## config.mk

```make
export PLATFORM = sky130hd
export DESIGN_NAME = psc_front
export DESIGN_NICKNAME = d
export VERILOG_FILES = /design/src/sv/psc_pkg.sv /design/src/sv/psc_front.sv
export SDC_FILE = /design/constraint.sdc
export NUM_CORES = 1
export LEC_CHECK = 0
export ABC_AREA = 1
export BUFFER_PORTS_ARGS = -buffer_cell sky130_fd_sc_hd__buf_4
export CORE_MARGIN = 10
export CORE_UTILIZATION = 25
export DETAILED_ROUTE_END_ITERATION = 10
export PLACE_DENSITY = 0.47
export SYNTH_ARGS = -nofsm -noshare
export SYNTH_HDL_FRONTEND = slang
export SYNTH_SLANG_ARGS = --single-unit
export TNS_END_PERCENT = 30
```

## constraint.sdc

```tcl
create_clock -name clock -period 4.3 [get_ports clock]
set_input_delay 0.43 -clock clock [delete_from_list [all_inputs] [get_ports clock]]
set_output_delay 0.43 -clock clock [all_outputs]
set_load 0.05 [all_outputs]
```

## src/sv/psc_pkg.sv

```systemverilog
`timescale 1ns / 1ps
// ----------------------------------------------------------------------------
// psc_pkg
// shared types and constants of the pressure sensor compensation unit
// ----------------------------------------------------------------------------
package psc_pkg;

   localparam int unsigned NUM_REGS = 6;

   typedef enum logic [2:0] {
      REG_C1 = 3'd0,
      REG_C2 = 3'd1,
      REG_C3 = 3'd2,
      REG_C4 = 3'd3,
      REG_C5 = 3'd4,
      REG_C6 = 3'd5
   } reg_index_type;

   typedef struct packed {
      logic [15:0] c1;
      logic [15:0] c2;
      logic [15:0] c3;
      logic [15:0] c4;
      logic [15:0] c5;
      logic [15:0] c6;
   } calib_type;

   // item held in the queue between front and back
   typedef struct packed {
      logic [23:0] d1;
      logic [23:0] d2;
   } sample_type;

   typedef struct packed {
      logic signed [31:0] temp;
      logic signed [31:0] press;
      logic [30:0]        depth;
      logic               taken;
   } result_type;

   localparam logic [30:0] DEPTH_MAX = 31'h7FFF_FFFF;
   localparam logic [16:0] DEPTH_SCALE = 17'd64945;

endpackage

```

## src/sv/psc_front.sv

```systemverilog
`timescale 1ns / 1ps
// ----------------------------------------------------------------------------
// psc_front
// input side: calibration registers and a two-entry sample queue
// ----------------------------------------------------------------------------
module psc_front (
   input  logic                 clock,
   input  logic                 reset,
   input  logic                 csr_valid,
   output logic                 csr_ready,
   input  logic [2:0]           csr_index,
   input  logic [15:0]          csr_data,
   input  logic                 req_tvalid,
   output logic                 req_tready,
   input  logic [47:0]          req_tdata,
   output logic                 q_valid,
   input  logic                 q_ready,
   output psc_pkg::sample_type  q_data,
   output psc_pkg::calib_type   calib
);
   import psc_pkg::*;

   calib_type  calib_ff;
   sample_type buf_ff [2];
   logic       rd_ff, rd_in, wr_ff, wr_in;
   logic [1:0] cnt_ff, cnt_in;
   logic       push, pop;

   assign csr_ready  = 1'b1;
   assign calib      = calib_ff;
   assign req_tready = (cnt_ff != 2'd2);
   assign q_valid    = (cnt_ff != 2'd0);
   assign q_data     = buf_ff[rd_ff];
   assign push       = req_tvalid && req_tready;
   assign pop        = q_valid && q_ready;

   always_comb begin
      rd_in  = pop ? ~rd_ff : rd_ff;
      wr_in  = push ? ~wr_ff : wr_ff;
      cnt_in = cnt_ff + {1'b0, push} - {1'b0, pop};
   end

   always_ff @(posedge clock) begin
      if (reset) begin
         rd_ff  <= 1'b0;
         wr_ff  <= 1'b0;
         cnt_ff <= 2'd0;
         calib_ff <= '0;
      end else begin
         rd_ff  <= rd_in;
         wr_ff  <= wr_in;
         cnt_ff <= cnt_in;
         if (csr_valid) begin
            case (reg_index_type'(csr_index))
               REG_C1:  calib_ff.c1 <= csr_data;
               REG_C2:  calib_ff.c2 <= csr_data;
               REG_C3:  calib_ff.c3 <= csr_data;
               REG_C4:  calib_ff.c4 <= csr_data;
               REG_C5:  calib_ff.c5 <= csr_data;
               REG_C6:  calib_ff.c6 <= csr_data;
               default: ;
            endcase
         end
      end
      if (push) begin
         buf_ff[wr_ff].d1 <= req_tdata[23:0];
         buf_ff[wr_ff].d2 <= req_tdata[47:24];
      end
   end
endmodule

```

-- Word-level counts from Yosys, hierarchy flattened
Memory sizes are Yosys's and may differ from the RTL's. A register that Yosys moved wholly into a read port is not among the register bits.
Index checks and enable logic that the tools add are counted.
- register bits: 100
- RAM bits: 96
- input port bits: 72
- output and inout port bits: 147
- word-level logic and storage cells: 34
- memories kept: 1
- memories (memory ; depth ; width ; rd ports ; clocked after memory_dff ; write ports ; line ; source):
    buf_ff ; 2 ; 48 ; 1 ; 1 ; 1 ; psc_front.sv:24 ; sample_type buf_ff [2];
- add/sub/neg operators: 2
- equality and inequality tests: 6
- muxes and demuxes: 4
- bitwise operators: 2
- reductions and logical operators: 10
- operators by type and width (kind ; number):
    2-bit AND reduction ; 6
    3-bit by 2-bit == test with 1-bit output (second input constant) ; 2
    3-bit == test (second input constant) ; 2
    1-bit two-way mux ; 4
    3-bit by 1-bit == test with 1-bit output (second input constant) ; 1
    3-bit zero test ; 1
    2-bit by 1-bit adder with 2-bit output ; 1
    1-bit logical AND ; 2
    2-bit != test (second input constant) ; 1
    1-bit NOT ; 2
    2-bit nonzero test ; 1
    2-bit by 1-bit subtractor with 2-bit output ; 1

-- Logic depth before layout (Yosys ltp)
Gate-level depths: netlist of the first run.
- depth after elaboration: 4
- depth in mapped cells: 11
- depth with buffers taken out: 11

-- Worst setup path after synthesis of the first run
No wires, ideal clock.
- path type: reg-to-reg
- start point: reg cnt_ff[0]
- end point: mem buf_ff[1][0] in the netlist's numbering, enable pin
- data arrival time: 3054 ps
- slack: 791 ps
- stages on the path, launching flop included: 5
- path buffers: 0
- clock period less this slack: 3509 ps
- path through: dfxtp_1 -> inv_1 -> nand2_1 -> nand2_1 -> nor2_1
- cells in the longest elaborated chain, start to end: 4
- ends and longest elaborated chain (element ; line ; source):
    start, declared ; psc_front.sv:26 ; logic [1:0] cnt_ff, cnt_in;
    start signal, assigned ; psc_front.sv:52 ; cnt_ff <= cnt_in;
    2-bit != test ; psc_front.sv:31 ; assign req_tready = (cnt_ff != 2'd2);
    net req_tready ; psc_front.sv:14 ; output logic req_tready,
    1-bit logical AND ; psc_front.sv:34 ; assign push = req_tvalid && req_tready;
    1-bit two-way mux ; psc_front.sv:65 ; if (push) begin
    1-bit two-way mux (not written as such) ; psc_front.sv:67 ; buf_ff[wr_ff].d2 <= req_tdata[47:24];
    end, declared ; psc_front.sv:24 ;
The timed path passes the listed nets, and every way through them passes these cells.

==> metrics.csv, run 1 <==
metric,value,unit
outcome,completed,
ranking of synthesized cells by area,"edfxtp_1 40%, dfxtp_1 28%, nor2_1 11%",
Area after DPL,9228,um^2
RSZ-0062 raised after global routing,false,
Routed Antenna Nets,0,
grt ovf,0,
Post-Synthesis Cells,678,
Tot GR Track Use,12.19,%
DRC violations left,0,
Hold Path End,cnt_ff[0]$_SDFF_PP0_,
met1 WL,10.42,mm
Num Clock Sinks,197,
Syn-to-layout area delta,35.95,%
clock latency on the worst-skew pair,420,ps
Die Y,189.9,um
antenna fix cells,0,
Leak,0.004118,uW
initial core utilization,25.20,%
CTS root buffer,clkbuf_16,
Critical Path RT,3870,ps
Crit Reg-Reg Endpoint,buf_ff[1][29]$_DFFE_PP_,
largest net degree at the start of global routing,58,
crit-path most repeated cell,buf_4,
Core Area,28630,um^2
Final #Nets,962,
Max clock buf depth,2,
GPL Wtd Cong,0.7147,
Post-DP HPWL,15.86,mm
worst setup margin,1546,ps
final setup TNS,0,ps
Post-CTS Resized,0,
Worst Clk Skew,11.68,ps
Post-Route WL,22.49,mm
Synth top area share,39.96,%
Yosys warning count,0,
register bit total from synthesis,197,
startpoint types,register,
CP max stage cell,dfxtp_2,
met3 wire len,2.563,mm
R2R depth,5,
"Period Utilization, post-route",64.05,%
CP Capture Type,output pin,
IO Pins,219,
htree depth,4,
die width,189.9,um
number of global-route vias before repair,5348,
Finished Layout Cells,1286,
max layer used,met4,
met2 wire length,9.339,mm
Routed WL per cell,17.49,um
Setup Buffers After CTS,0,
Avg Inst Size Synth,10.64,um^2
Final Hold Vio Count,0,
Max-Cap Viols,0,
CTS Hold Buffers Added,0,
sequential share of the synthesized area,67.98,%
share of cells above drive strength 1,34.37,%
Vias,5296,
fmax,363.1,MHz
fraction of synthesized cell area in xor and xnor cells,0.1214,%
PD cells,542.3,nW/um^2
design area,9808,um^2
Row Count,62,
Port Buf Inserts,217,
Placed Instances,1254,
die area,36050,um^2
post-synthesis cell area,7214,um^2
pre-CTS setup slack,1963,ps
worst slew pin tran,1185,ps
initial antenna violation count,0,
Vias per Instance,4.118,
Synth area leader,edfxtp_1,
post-synthesis compound-gate area fraction,4.579,%
Slew Limit Headroom,20.76,%
simple-gate share of the synthesized area,14.98,%
hold depth,2,
Post-Synth Adder-Cell Area,0.1734,%
fill cell count,2916,
CTS Buf Count,17,
Final min period,2754,ps
hold crit path type,in -> reg,
count of cell types in the netlist,20,
crit-path max FO,39,
hold_sp,reset,
main combinational cell family by area after synthesis,simple AND/OR/NAND/NOR gates,
reg2reg start,cnt_ff[0]$_SDFF_PP0_,
r2r setup slk,2110,ps
WS Path Type,reg -> out,
Worst path max stage delay,990,ps
Iter 0 DRT Violations,205,
Worst VDD drop,0.1885,mV
global-route wire length before repair,33.27,mm
arrival time of the worst setup path,2320,ps
worst path cell trace,"buf_4, mux2_2, buf_4",
Clock transition at path regs,80,ps
crit-path leading delay family,flip-flops,
syn_nets,751,
CTS tree,done,
CP Buf/Inv Count,2,
First-pass DRT Iterations,4,
setup violators final,0,
multiplexer share of the synthesized area,7.492,%
Max Slew Vio Count,0,
## worst max path at each step
stage / from / end / slack (ps) / cells past startpoint
after floorplan: cnt_ff[0]$_SDFF_PP0_ / buf_ff[1][0]$_DFFE_PP_ / 790 / 4
after global placement: register / q_data[36] / 1960 / 3
after detailed placement: register / q_data[15] / 1960 / 3
after CTS: register / q_data[15] / 1480 / 3
after global routing: register / q_data[8] / 1400 / 3
final: register / q_data[12] / 1550 / 3
## registers in the layout (all words and copies together), names as in the netlist, named ones only
signal,count
wr_ff,1
buf_ff,96
cnt_ff,2
rd_ff,1
calib,96
## Yosys cell counts, drive strengths merged
master / count
clkbuf: 14
nor3: 1
nand2: 77
inv: 47
a21oi: 2
nand3: 3
o21ai: 64
xnor2: 1
ha: 1
dfxtp: 101
clkinv: 1
buf: 16
conb: 1
nor2: 205
mux2: 48
edfxtp: 96
## cell families after synthesis
| group | Yosys count |
|---|---|
| AO/OA/AOI/OAI | 66 |
| XOR/XNOR | 1 |
| adder cells (fa/ha/maj) | 1 |
| buffers and inverters | 78 |
| flip-flops | 197 |
| multiplexers | 48 |
| other | 1 |
| AND/OR/NAND/NOR | 286 |
## where the power goes
group | switching, uW | internal (uW)
combinational | 1010 | 472
sequential | 95.7 | 2170
clock | 793 | 778
## cell type report
| cell class | instances | area (um^2) | area share (%) |
|---|---|---|---|
| Timing Repair Buffer | 222 | 1667 | 16.99 |
| Multi-Input combinational cell | 403 | 1994 | 20.33 |
| Sequential cell | 197 | 4906 | 50.02 |
| Clock buffer | 17 | 425.4 | 4.337 |
| Tap cell | 384 | 480.5 | 4.899 |
| Clock inverter | 15 | 155.1 | 1.582 |
| Inverter | 48 | 180.2 | 1.837 |
## worst reg2reg max path, cell delays in order, from the launching register on
cell and delay, ps:
dfxtp_1 350, inv_1 50, nand2_1 90, nand2_1 200
nor2_4 700, buf_4 460
## metal layers
layer	track usage, %	vias to the layer above
met2	17.47	187
met3	5.401	10
li1	-	2622
met5	0	-
met1	16.33	2477
met4	3.144	0
## through the flow
stage / hold slack [ps] / total power [uW] / utilization, %
3_3_place_gp: 464.3 / 3813 / 32.24
5_1_grt: 154.0 / 5575 / 34.26
6_report: 182.2 / 5319 / 34.26
2_1_floorplan: 466.9 / 3319 / -
4_1_cts: 157.4 / 5426 / 34.26
3_5_place_dp: 472.6 / 3813 / 32.24
## placed cells by master (no fill, tap or decap), drive strengths merged
cell type,n
a21oi,2
buf,222
clkbuf,17
clkinv,7
clkinvlp,1
conb,1
dfxtp,101
edfxtp,96
ha,1
inv,55
mux2,48
nand2,77
nand3,3
nor2,205
nor3,1
o21ai,64
xnor2,1
Power figures use the tool's default switching activity.
==> run 2, diff against run 1 <==
Clock period 4.3 ns to 2.8 ns, I/O delays scaled along.
==> run 2 against run 1 <==
  * Flip-flop and latch count did not move
  * Die area did not move
  * Global-route usage rose by 0.31 points
  * Critical endpoint is now q_data[33]
  * Utilization grew 0.24 points
  * Highest routed layer unchanged
  * Clock-buffer cell count unchanged
  * Critical path type unchanged
  * Sequential power rose by 52%
  * Sequential share of layout area down 0.34 points
  * Wire length up 1.6%
  * Via count is essentially flat
  * Register-to-register slack lost 890 ps
==> metrics.csv, run 2 (same netlist as run 1, synthesis figures left out) <==
metric,value,unit,change
outcome,completed,,
"leading cell type in the layout, fill and taps excluded",buf_4,,
Clock transition at path regs,80,ps,about the same
startpoint types,register,,
final setup TNS,0,ps,unchanged
Die Y,189.9,um,unchanged
Routed WL per cell,17.68,um,+1.1%
initial antenna violation count,0,,unchanged
Area after DPL,9303,um^2,+0.81%
Core Area,28630,um^2,unchanged
die area,36050,um^2,unchanged
crit-path max FO,12,,-69%
Worst VDD drop,0.3809,mV,+100%
Post-Route WL,22.84,mm,+1.6%
CTS root buffer,clkbuf_16,,
Hold Worst Slack,33.94,ps,-148.3 ps
worst setup margin,681.5,ps,-864.5 ps
Num Clock Sinks,197,,unchanged
Critical Path RT,2520,ps,-1350 ps
number of global-route vias before repair,5469,,+2.3%
Routed Antenna Nets,0,,unchanged
Worst Clk Skew,8.855,ps,-2.828 ps
Tot Pwr,8191,uW,+54%
CTS tree,done,,
WS Path Type,reg -> out,,
Post-DP HPWL,16.29,mm,+2.7%
PD cells,829.4,nW/um^2,+53%
htree depth,4,,unchanged
global-route wire length before repair,34.38,mm,+3.3%
largest net degree at the start of global routing,57,,-1.7%
arrival time of the worst setup path,1840,ps,-480 ps
grt ovf,0,,unchanged
Vias,5294,,-0.038%
share of cells above drive strength 1,34.69,%,+0.32 points
Port Buf Inserts,217,,unchanged
Final #Nets,968,,+0.62%
clock latency on the worst-skew pair,430,ps,about the same
Syn-to-layout area delta,36.89,%,
worst slew pin tran,619.7,ps,-565.6 ps
met1 WL,10.50,mm,+0.71%
Vias per Instance,4.098,,-0.50%
Setup Buffers After CTS,0,,unchanged
hold crit path type,in -> reg,,
met3 wire len,2.564,mm,about the same
"Period Utilization, post-route",75.66,%,
r2r setup slk,1220,ps,-890 ps
Max-Cap Viols,0,,unchanged
fill cell count,2897,,-0.65%
design area,9876,um^2,+0.69%
initial core utilization,25.20,%,unchanged
setup violators final,0,,unchanged
Tot GR Track Use,12.50,%,+0.31 points
Slew Limit Headroom,58.59,%,+38 points
Final Hold Vio Count,0,,unchanged
IO Pins,219,,unchanged
met2 wire length,9.637,mm,+3.2%
CTS Buf Count,17,,unchanged
First-pass DRT Iterations,4,,unchanged
DRC violations left,0,,unchanged
pre-CTS setup slack,1111,ps,-852.0 ps
RSZ-0062 raised after global routing,false,,
die width,189.9,um,unchanged
GPL Wtd Cong,0.7388,,+3.4%
Row Count,62,,unchanged
Leak,0.004143,uW,+0.61%
CP Capture Type,output pin,,
Iter 0 DRT Violations,222,,+8.3%
fmax,472.0,MHz,
antenna fix cells,0,,unchanged
max layer used,met4,,
Max clock buf depth,2,,unchanged
Max Slew Vio Count,0,,unchanged
Final min period,2119,ps,
most frequent cells in the layout,"224 x buf_4, 201 x nor2_1, 100 x dfxtp_1",,
==> run 2: changes by cell type in the layout (fill, tap and decap cells not counted) <==
cell and delta:
buf_12 +3, clkinvlp_2 +1, clkinv_8 -2, buf_4 +2
clkinvlp_4 +1, inv_8 +1, inv_6 -1, dlygate4sd3_1 +1
==> run 2: layer usage <==
metal / global-route usage, % / vias to the layer above
met5: 0 / -
met4: 2.778 / 0
met3: 6.023 / 9
met2: 18.19 / 168
met1: 16.38 / 2476
li1: - / 2641
==> run 2: repair_timing <==
item / in CTS / in global routing
endpoints found under the hold margin: 1 / 0
gates resized for setup: 0 / 0
setup endpoints to repair: 0 / 0
hold buffers: 1 / 0
==> run 2: cell type report <==
class / instances / area, um^2 / share of cell area [%]
clock inverter: 15 / 137.6 / 1.394
multi-input combinational: 403 / 1994 / 20.20
clock buffer: 17 / 425.4 / 4.308
inverter: 48 / 180.2 / 1.824
sequential: 197 / 4906 / 49.68
tap: 384 / 480.5 / 4.865
timing repair buffer: 228 / 1752 / 17.74
==> run 2: final timing paths <==
| kind | startpoint | end | cells after the start |
|---|---|---|---|
| setup reg to reg | cnt_ff[0]$_SDFF_PP0_ | buf_ff[1][27]$_DFFE_PP_ | 5 |
| hold reg to reg | calib[90]$_SDFFE_PP0P_ | calib[90]$_SDFFE_PP0P_ | 2 |
| setup / recovery | register | q_data[33] | 3 |
| hold / removal | req_tdata[17] | buf_ff[0][41]$_DFFE_PP_ | 1 |
==> run 2: critical path: stages, from the launching register on <==
cell	delay, ps
dfxtp_2	540
buf_4	300
mux2_2	370
buf_4	190
==> run 2: metrics by stage <==
stage                     utilization [%]  cells
after floorplan                         -    678
after global placement              32.50   1259
after detailed placement            32.50   1259
after CTS                           34.50   1292
after global routing                34.50   1292
final                               34.50   1292
==> run 2: where the power goes <==
group / internal, uW / leakage (uW) / switching, uW
Clock: 1180 / 0.000268 / 1210
Sequential: 3330 / 0.00172 / 105
Combinational: 758 / 0.00216 / 1610
